File: config.mk
export PLATFORM = sky130hd
export DESIGN_NAME = bddc_div
export DESIGN_NICKNAME = d
export VERILOG_FILES = /design/src/hw/rtl/bddc_pkg.sv /design/src/hw/rtl/bddc_div.sv
export SDC_FILE = /design/constraint.sdc
export NUM_CORES = 1
export LEC_CHECK = 0
export ABC_AREA = 0
export BUFFER_PORTS_ARGS = -buffer_cell sky130_fd_sc_hd__buf_2
export CAP_MARGIN = 20
export CELL_PAD_IN_SITES_DETAIL_PLACEMENT = 0
export CELL_PAD_IN_SITES_GLOBAL_PLACEMENT = 2
export CORE_MARGIN = 2
export CORE_UTILIZATION = 25
export CTS_CLUSTER_DIAMETER = 120
export DETAILED_ROUTE_END_ITERATION = 6
export PLACE_DENSITY_LB_ADDON = 0.1
export REMOVE_ABC_BUFFERS = 1
export SYNTH_ARGS = -nofsm -noshare
export SYNTH_HDL_FRONTEND = slang
export SYNTH_SLANG_ARGS = --single-unit
File: constraint.sdc
create_clock -name clk -period 5.98 [get_ports clk]
set_clock_uncertainty 0.15 [all_clocks]
set_input_delay 0.897 -clock clk [delete_from_list [all_inputs] [get_ports clk]]
set_output_delay 0.897 -clock clk [all_outputs]
set_load 0.01 [all_outputs]
File: src/hw/rtl/bddc_pkg.sv
// Binned depth distortion correction: shared types and constants.
// Holds the store entry layout, divider request/response words and the codes.
// No dependencies.
package bddc_pkg;

	localparam logic [17:0] MULT_ONE    = 18'd65536;
	localparam logic [17:0] MULT_MAX    = 18'h3FFFF;
	localparam logic [19:0] MM2_PER_M2  = 20'd1000000;

	localparam logic [1:0] ST_OK     = 2'd0;
	localparam logic [1:0] ST_ZERO   = 2'd1;
	localparam logic [1:0] ST_REJECT = 2'd2;
	localparam logic [1:0] ST_GRID   = 2'd3;

	localparam logic KIND_CORRECT = 1'b0;
	localparam logic KIND_TRAIN   = 1'b1;

	localparam logic [2:0] REG_CELL_W    = 3'd0;
	localparam logic [2:0] REG_CELL_H    = 3'd1;
	localparam logic [2:0] REG_BIN_MM    = 3'd2;
	localparam logic [2:0] REG_BINS_USED = 3'd3;
	localparam logic [2:0] REG_PRIOR     = 3'd4;
	localparam logic [2:0] REG_MIN_HITS  = 3'd5;
	localparam logic [2:0] REG_RATIO_MIN = 3'd6;
	localparam logic [2:0] REG_RATIO_MAX = 3'd7;

	typedef struct packed {
		logic [31:0] hits;
		logic [63:0] tsq;
		logic [63:0] cps;
		logic [17:0] mult;
	} entry_t;

	typedef struct packed {
		logic        start;
		logic [63:0] rem_init;
		logic [17:0] bits;
		logic [4:0]  count;
		logic [63:0] den;
	} div_req_t;

	typedef struct packed {
		logic        done;
		logic [17:0] quot;
	} div_rsp_t;

endpackage

File: src/hw/rtl/bddc_div.sv
// Shared restoring divider, one quotient bit per cycle.
// Takes a partial remainder below the divisor and up to 18 dividend bits.
// Depends on bddc_pkg.
module bddc_div (
	input  logic               clk,
	input  logic               arst_n,
	input  bddc_pkg::div_req_t req,
	output bddc_pkg::div_rsp_t rsp
);
	import bddc_pkg::*;

	logic        busy_q;
	logic        done_q;
	logic [4:0]  cnt_q;
	logic [63:0] rem_q;
	logic [17:0] bits_q;
	logic [17:0] quot_q;
	logic [63:0] den_q;
	logic [64:0] shifted;
	logic [64:0] trial;
	logic        ge;

	assign shifted = {rem_q, bits_q[17]};
	assign ge      = shifted >= {1'b0, den_q};
	assign trial   = shifted - {1'b0, den_q};

	always_ff @(posedge clk or negedge arst_n) begin
		if (!arst_n) begin
			busy_q <= 1'b0;
			done_q <= 1'b0;
			cnt_q  <= '0;
		end else begin
			done_q <= 1'b0;
			if (req.start) begin
				busy_q <= 1'b1;
				cnt_q  <= req.count;
				rem_q  <= req.rem_init;
				bits_q <= req.bits;
				den_q  <= req.den;
				quot_q <= '0;
			end else if (busy_q) begin
				rem_q  <= ge ? trial[63:0] : shifted[63:0];
				quot_q <= {quot_q[16:0], ge};
				bits_q <= {bits_q[16:0], 1'b0};
				cnt_q  <= cnt_q - 5'd1;
				if (cnt_q == 5'd1) begin
					busy_q <= 1'b0;
					done_q <= 1'b1;
				end
			end
		end
	end

	assign rsp.done = done_q;
	assign rsp.quot = quot_q;

endmodule

==> results of run 1 <==
-- power by group through the flow --
stage	clock [mW]	sequential (mW)	combinational, mW
after global routing	1.32	1.58	1.66
final	1.24	1.56	1.48
after CTS	1.29	1.56	1.50
after detailed placement	0	1.59	1.49
after global placement	0	1.59	1.51
after floorplan	0	1.58	1.02
-- cell usage in the layout (no fill, tap or decap), types with 3 or more instances in the layout --
cell,instances
buf_2,171
edfxtp_1,164
nand2_1,134
inv_1,88
a21oi_1,85
ha_1,66
nor2_1,62
nand3b_1,50
o21ai_0,46
o311ai_1,45
xnor2_1,36
xor2_1,29
mux2i_1,24
a21o_1,22
nand4_1,22
nor3_1,21
mux2_2,19
clkbuf_16,17
o21ai_1,13
nor2b_1,12
o211ai_1,10
o21bai_1,10
nand3_1,9
and3_1,8
o31ai_1,8
nor4_1,7
a211oi_1,7
dfrtp_1,7
buf_4,7
a31oi_1,5
a21boi_0,5
a22oi_1,5
clkinv_8,5
inv_8,4
diode_2,3
o21a_1,3
o22ai_1,3
or3_1,3
a221o_1,3
-- state kept, by name (all words and copies together), names as in the netlist --
name    flops
den_q      64
rem_q      64
bits_q     18
quot_q     18
cnt_q       5
busy_q      1
done_q      1
-- synth_stat cells (4+ instances only) --
cell type	count	area (µm²)
a21boi_0	5	37.5
clkbuf_1	43	161
nand2_1	134	503
dfrtp_1	7	175
nor3_1	21	105
mux2i_1	24	240
o21ai_0	46	230
a21o_1	22	165
o21a_1	4	30.0
a22oi_1	5	37.5
a211oi_1	7	52.6
o311ai_1	45	394
nor2b_1	12	75.1
nand3b_1	50	375
a31oi_1	5	31.3
o21bai_1	10	75.1
a21oi_1	85	425
inv_1	88	330
nor4_1	7	43.8
nor2_1	62	233
ha_1	66	826
xor2_1	29	254
xnor2_1	36	315
and3_1	8	50.1
o31ai_1	8	60.1
mux2_2	19	214
edfxtp_1	164	4920
o21ai_1	13	65.1
buf_2	18	90.1
buf_1	6	22.5
nand4_1	22	138
nand3_1	9	45.0
o211ai_1	10	75.1
-- layer usage --
layer  global-route usage [%]  part of all wire, %  routed length [µm]
met1                     21.4                   49               17900
met2                     25.4                   46               16800
met3                     3.24                  3.1                1130
met4                     6.12                  1.8                 649
met5                        0                 0.17                  61
-- cell type report --
class	instances	area [µm²]
Tap cell	600	751
Fill cell	4782	31800
Timing Repair Buffer	179	920
Inverter	88	330
Sequential cell	171	5100
Clock inverter	15	201
Multi-Input combinational cell	823	5690
Clock buffer	17	425
Antenna cell	3	7.51
-- worst paths after layout --
path,startpoint,end
hold / removal,arst_n,cnt_q[2]
max in group asynchronous,arst_n,busy_q
setup reg to reg,rem_q[1],rem_q[0]
min in group clk,req[37],den_q[37]
setup / recovery,rem_q[1],rem_q[0]
hold reg to reg,bits_q[10],bits_q[11]
-- critical path, stage by stage (launching register included) --
cell and delay [ps]:
edfxtp_1 400, ha_1 390, a21oi_2 220, nand2_1 120, a31oi_1 320, o21ai_1 320
a22oi_1 330, o221ai_1 230, o22ai_1 330, o21a_4 170, buf_4 680, mux2i_1 180
mux2_2 300
-- stage by stage --
| stage | worst slack, ps | utilization [%] | area, µm² |
|---|---|---|---|
| after floorplan | 1660 | - | 11100 |
| after global placement | 1670 | 28.3 | 12800 |
| after detailed placement | 1550 | 28.3 | 12800 |
| after CTS | 1520 | 29.7 | 13400 |
| after global routing | 1180 | 29.7 | 13400 |
| final | 1570 | 29.7 | 13400 |
-- logic make-up after synthesis --
family / count (synthesis) / synth area share, %
and+or+nand+nor: 349 / 15.4
AOI/OAI and AO/OA: 299 / 18.0
buffers and inverters: 158 / 5.56
muxes: 43 / 3.98
adders and majority gates: 67 / 7.42
DFF: 171 / 44.7
xor gates and xnor gates: 65 / 4.99
==> results.toml, run 1 <==
[pwr]
p_leak_nw = 5.40
p_switching_mw = 1.62
clock_power_share_pct = 28.9
pwr-share-comb_pct = 34.6
intPower_mw = 2.66
netSwitchingFraction_pct = 37.9
fin_total_pwr_mw = 4.27
irDropWorstVdd_mv = 0.168
power_density_nw_per_um2 = 318
pwr-share-seq_pct = 36.5

[timing]
maxSlewViolCount = 0
max_freq_ghz = 0.227
tightest_slew_ps = 1000
min_period_over_period_pct = 73.7
fin_crit_ps = 4410
finalSetupTns_ps = 0
slew_headroom_pct = 33.3
hold_violations = 0
rsz0062_at_grt = "no"
setup_viol = 0
hold_slack_ps = 255

[clock_network]
numCtsBuffers = 17
root_buffer = "clkbuf_16"
cts_resized = 0
h-tree-depth = 4
clkSinkCount = 171
insertion_delay_ps = 510
clkSlewWorstSetupHoldPaths_ps = 80
ctsHoldBuffers = 0
cts_tree = "built"
ctsLongestPathBuffers = 2
post_cts.repair.setup_buffers = 0

[setup_path]
path_max_fanout = 75
r2r_slack_ps = 1570
crit_required_ps = 6080
critPathLaunchType = "flop"
arrival_ps = 4510
ff2ff_path_depth = 12
crit_type = "flop to flop"
cp-end-kind = "flop"

[grt]
grt_max_degree = 85
grt_pass1_wl_um = 57100
antenna_found_initial = 7
grt_pass1_vias = 9665
grt-ovfl-total = 0
grt.total_usage_pct = 16.0

[finish]
drive_gt1_share_pct = 19.4
syn_to_final_growth_pct = 17.7
final_nets = 1501
finalNonFillerCells = 1896

[synthesis]
async_reset_ff_share_pct = 4.09
syn_inst = 1152
yosys_warnings = 0
synth_area_um2 = 11400
seq_area_frac_synth_pct = 44.7
synth_cell_type_count = 76
synth_edf_count = 164
syn_avg_cell_area_um2 = 9.90
synth_ff_type = "edfxtp_1"
ys_ff_latch = 171

[floorplan]
fp.dieH_um = 218
io_pins = 173
start_util_pct = 25.2
core_area_um2 = 45200
rows = 78
die-area_um2 = 47300
die_w_um = 218

[route]
drc = 0
wire_per_inst_um = 19.3
routed_wl_um = 36600
firstDrtPassIters = 4
postRouteAntennaNets = 0
vias = 9064
via_per_inst = 4.78
first_iter_violations = 459

[status]
run_status = "finished clean"

[place]
numPortBuffers = 172
gp_congestion = 0.745
dp_hpwl_um = 27000
dp.cells = 1861

[min_path]
hp-class = "input pin to asynchronous set/reset pin"

[flow_run]
max-cap-violations = 0
Note: power is estimated with default switching activity, not from simulation.
==> run 2, diff against run 1 <==
==> constraint.sdc (replaced) <==
create_clock -name clk -period 4.4 [get_ports clk]
set_clock_uncertainty 0.15 [all_clocks]
set_input_delay 0.66 -clock clk [delete_from_list [all_inputs] [get_ports clk]]
set_output_delay 0.66 -clock clk [all_outputs]
set_load 0.01 [all_outputs]
==> run 2 against run 1 <==
Compared with the run above:
- global-route usage decreased by 0.32 points
- worst hold slack got worse by 67 ps
- setup slack got worse by 1300 ps
- clock power increased by 32%
- non-clock buffer count up 15
- fmax rose by 7.7%
- flip-flop and latch count stayed put
- via count is 1.4% higher
- final cell count grew 0.69%
- register-to-register slack got worse by 1300 ps
==> results.toml, run 2 (synthesized netlist as in run 1, its figures left out) <==
[route]
drc = 0
vias = 9190
wire_per_inst_um = 19.0
first_iter_violations = 520
firstDrtPassIters = 5
routed_wl_um = 36200
via_per_inst = 4.81
postRouteAntennaNets = 0

[setup_path]
arrival_ps = 4170
path_max_fanout = 3
crit_required_ps = 4480
critPathLaunchType = "flop"
crit_type = "flop to flop"
cp-end-kind = "flop"

[clock_network]
h-tree-depth = 4
clkSlewWorstSetupHoldPaths_ps = 90
clkSinkCount = 171
cts_tree = "built"
ctsLongestPathBuffers = 2
insertion_delay_ps = 500
root_buffer = "clkbuf_16"
numCtsBuffers = 17

[timing]
slew_headroom_pct = 43.8
tightest_slew_ps = 843
rsz0062_at_grt = "no"
max_freq_ghz = 0.244
setup_viol = 0
maxSlewViolCount = 0
finalSetupTns_ps = 0
hold_violations = 0
min_period_over_period_pct = 93.0
worst_slack_ps = 308
fin_crit_ps = 4090

[finish]
layout_commonest_cell = "buf_2"
syn_to_final_growth_pct = 19.0
reg_top3 = "den_q x64, rem_q x64"
layout_common_cells = "171 x buf_2, 164 x edfxtp_1, 134 x nand2_1"
final_area_um2 = 13600
drive_gt1_share_pct = 20.3
final_nets = 1516
fillCellCount = 4803

[grt]
grt.total_usage_pct = 15.7
grt_pass1_vias = 9521
use_met3_pct = 3.42
grt_pass1_wl_um = 56400
busiest_layer = "met2"
grt_use_met1_pct = 21.1
gr-usage-met2_pct = 25.0
grt-ovfl-total = 0
grt_max_degree = 88
antenna_found_initial = 3

[pwr]
p_leak_nw = 5.49
power_density_nw_per_um2 = 429
fin_total_pwr_mw = 5.82
irDropWorstVdd_mv = 0.238

[place]
numPortBuffers = 172
post-place-ws_ps = 228
gp_congestion = 0.790
dp_hpwl_um = 27500
postPlaceCellArea_um2 = 13000

[floorplan]
rows = 78
die_w_um = 218
fp.dieH_um = 218
core_area_um2 = 45200
die-area_um2 = 47300
io_pins = 173
start_util_pct = 25.2

[flow_run]
max-cap-violations = 0

[status]
run_status = "finished clean"

[min_path]
hp-class = "input pin to flop"
-- run 2: worst max-delay path: stages, from the launching register on --
cell and delay [ps]:
edfxtp_1 360, inv_1 90, ha_1 190, inv_1 60, fa_1 390, a21oi_1 290
nor2_1 110, o31ai_1 310, buf_4 190, a21oi_1 110, nor4_1 430, o21ai_1 260
a211oi_1 390, xor2_1 180, nor3_1 60, a221o_1 270
-- run 2: per-stage QoR --
stage,utilization (%),instances,hold slack [ps]
floorplan,-,1082,214
global placement,28.7,1875,379
detailed placement,28.7,1875,384
CTS,30.0,1908,142
global route,30.0,1909,158
finish,30.0,1909,188
-- run 2: power by group --
group | internal [mW] | switching (mW)
sequential | 2.03 | 0.0936
combinational | 0.800 | 1.27
clock | 0.860 | 0.777
total | 3.69 | 2.14
-- run 2: path summary, 6_finish.rpt --
path	from	to	slack, ps	depth (start not counted)
worst min register to register	bits_q[9]	bits_q[10]	400	1
worst min-delay path	req[37]	den_q[37]	190	1
max in group asynchronous	arst_n	busy_q	3300	3
worst max register to register	bits_q[17]	rem_q[60]	310	15
min in group asynchronous	arst_n	cnt_q[2]	540	3
worst max-delay path	bits_q[17]	rem_q[60]	310	15
-- run 2: timing repair --
item | CTS | global route
gates resized for setup | 0 | 2
setup endpoints to repair | 0 | 9
setup buffers | 0 | 0
hold endpoints to repair | 7 | 0
hold buffers | 1 | 0
-- run 2: final cells by class --
class,count,area (µm²),area share [%]
antenna,1,2.50,0.0184
clock buffer,18,429,3.16
clock inverter,14,178,1.31
inverter,88,330,2.43
multi-input combinational,823,5690,41.9
sequential,171,5100,37.6
tap,600,751,5.53
timing repair buffer,194,1100,8.08
-- run 2: per-layer routing --
layer,vias up,part of all wire (%)
met5,-,0.080
met1,4443,48
met2,159,47
met3,33,3.6
li1,4551,-
met4,4,1.5
==> run 3, diff against run 2 <==
==> constraint.sdc (replaced) <==
create_clock -name clk -period 5.2 [get_ports clk]
set_clock_uncertainty 0.15 [all_clocks]
set_input_delay 0.78 -clock clk [delete_from_list [all_inputs] [get_ports clk]]
set_output_delay 0.78 -clock clk [all_outputs]
set_load 0.01 [all_outputs]
==> run 3 against run 2 <==
Compared with the run above:
- utilization down 0.39 points
- count of clock-buffer cells in the layout unchanged
- critical path depth is 4 lower
- wire length shrank 0.33%
- fmax is 8.9% lower
- global-route usage decreased by 0.11 points
- combinational power decreased by 18%
- first-iteration DRC count is 12% lower
- design area decreased by 1.3%
- via count about the same
- sequential share of layout area increased by 0.49 points
- largest cell class unchanged
==> results.toml, run 3 (synthesized netlist as in run 1, its figures left out) <==
[timing]
tightest_slew_ps = 955
hold_violations = 0
slew_headroom_pct = 36.4
max_freq_ghz = 0.223
finalSetupTns_ps = 0
maxSlewViolCount = 0
fin_crit_ps = 4490
rsz0062_at_grt = "no"
setup_viol = 0
worst_slack_ps = 711
min_period_over_period_pct = 86.3

[floorplan]
die_w_um = 218
rows = 78
start_util_pct = 25.2
io_pins = 173
die-area_um2 = 47300
fp.dieH_um = 218
core_area_um2 = 45200

[pwr]
pwr-share-comb_pct = 35.3
irDropWorstVdd_mv = 0.169
p_switching_mw = 1.82
pwr-share-seq_pct = 37.3
fin_total_pwr_mw = 4.82
power_density_nw_per_um2 = 360
netSwitchingFraction_pct = 37.8
intPower_mw = 3.00
clock_power_share_pct = 27.4
p_leak_nw = 5.40

[route]
via_per_inst = 4.84
firstDrtPassIters = 4
drc = 0
first_iter_violations = 457
postRouteAntennaNets = 0
wire_per_inst_um = 19.0
routed_wl_um = 36100
vias = 9192

[grt]
grt_max_degree = 84
antenna_found_initial = 2
grt-ovfl-total = 0
grt.total_usage_pct = 15.6
grt_pass1_wl_um = 55900
grt_pass1_vias = 9633

[clock_network]
clkSlewWorstSetupHoldPaths_ps = 100
h-tree-depth = 4
root_buffer = "clkbuf_16"
insertion_delay_ps = 510
cts_tree = "built"
ctsHoldBuffers = 1
post_cts.repair.setup_buffers = 0
numCtsBuffers = 17
ctsLongestPathBuffers = 2
cts_resized = 0
clkSinkCount = 171

[place]
post-place-ws_ps = 649
dp_hpwl_um = 27500
numPortBuffers = 172
gp_congestion = 0.765
postPlaceCellArea_um2 = 12800
dp.cells = 1865

[setup_path]
arrival_ps = 4540
critPathLaunchType = "flop"
max_stage_delay_ps = 750
r2r_slack_ps = 710
path_max_fanout = 42
crit_slowest_cell = "or2_0"
cp-end-kind = "flop"
path_cells = "ha_1 -> a21oi_2 -> nand2_1 -> a31oi_1 -> o21ai_1 -> a22oi_1 -> o221ai_1 -> o22ai_1 -> o21a_4 -> or2_0 -> o221ai_1"
crit_required_ps = 5250
path_common_cell = "o221ai_1"
crit_type = "flop to flop"

[finish]
final_nets = 1506
diodes = 0
finalNonFillerCells = 1898
reg_top3 = "den_q x64, rem_q x64"
drive_gt1_share_pct = 19.6
syn_to_final_growth_pct = 17.5
final_area_um2 = 13400
layout_commonest_cell = "buf_2"
layout_common_cells = "171 x buf_2, 164 x edfxtp_1, 134 x nand2_1"

[status]
run_status = "finished clean"

[flow_run]
max-cap-violations = 0

[min_path]
hp-class = "input pin to flop"
run 3: cell count changes in the layout (fill, tap and decap cells not counted), moves of 2 or more:
cell	before	now
buf_12	5	0
buf_4	16	11
bufinv_16	2	0
clkinv_4	2	0
inv_6	4	6
run 3: metrics by stage:
stage / utilization [%] / hold slack [ps]
final: 29.7 / 288
after global routing: 29.7 / 253
after CTS: 29.7 / 244
after detailed placement: 28.4 / 384
after global placement: 28.4 / 380
after floorplan: - / 334
run 3: area by class of cell:
class / instances / area, µm²
tap: 600 / 751
timing repair buffer: 184 / 960
multi-input combinational: 823 / 5690
clock inverter: 14 / 145
fill: 4828 / 31800
clock buffer: 18 / 429
sequential: 171 / 5100
inverter: 88 / 330
run 3: routing by layer:
layer  track usage (%)  wire [µm]
met5                 0         24
met4              4.98        539
met3              3.50       1330
met2              24.8      16700
met1              21.0      17400
run 3: power by group through the flow:
stage | logic [mW] | clock network, mW | registers (mW)
finish | 1.70 | 1.32 | 1.80
global route | 1.90 | 1.43 | 1.81
CTS | 1.73 | 1.38 | 1.80
detailed placement | 1.72 | 0 | 1.83
global placement | 1.74 | 0 | 1.83
floorplan | 1.18 | 0 | 1.81
run 3: critical path: cells and delay by family (launching register included):
kind	cells	cell delay (ps)
compound gates	8	2400
simple gates	2	860
flops	1	390
fa+ha+maj	1	390
run 3: path summary, 6_finish.rpt:
| check | start | cells after the start | to |
|---|---|---|---|
| max in group asynchronous | arst_n | 2 | cnt_q[4] |
| min | req[38] | 1 | den_q[38] |
| max | rem_q[1] | 11 | rem_q[59] |
| max reg2reg | rem_q[1] | 11 | rem_q[59] |
| min reg2reg | bits_q[9] | 1 | bits_q[10] |
| min in group asynchronous | arst_n | 2 | cnt_q[2] |
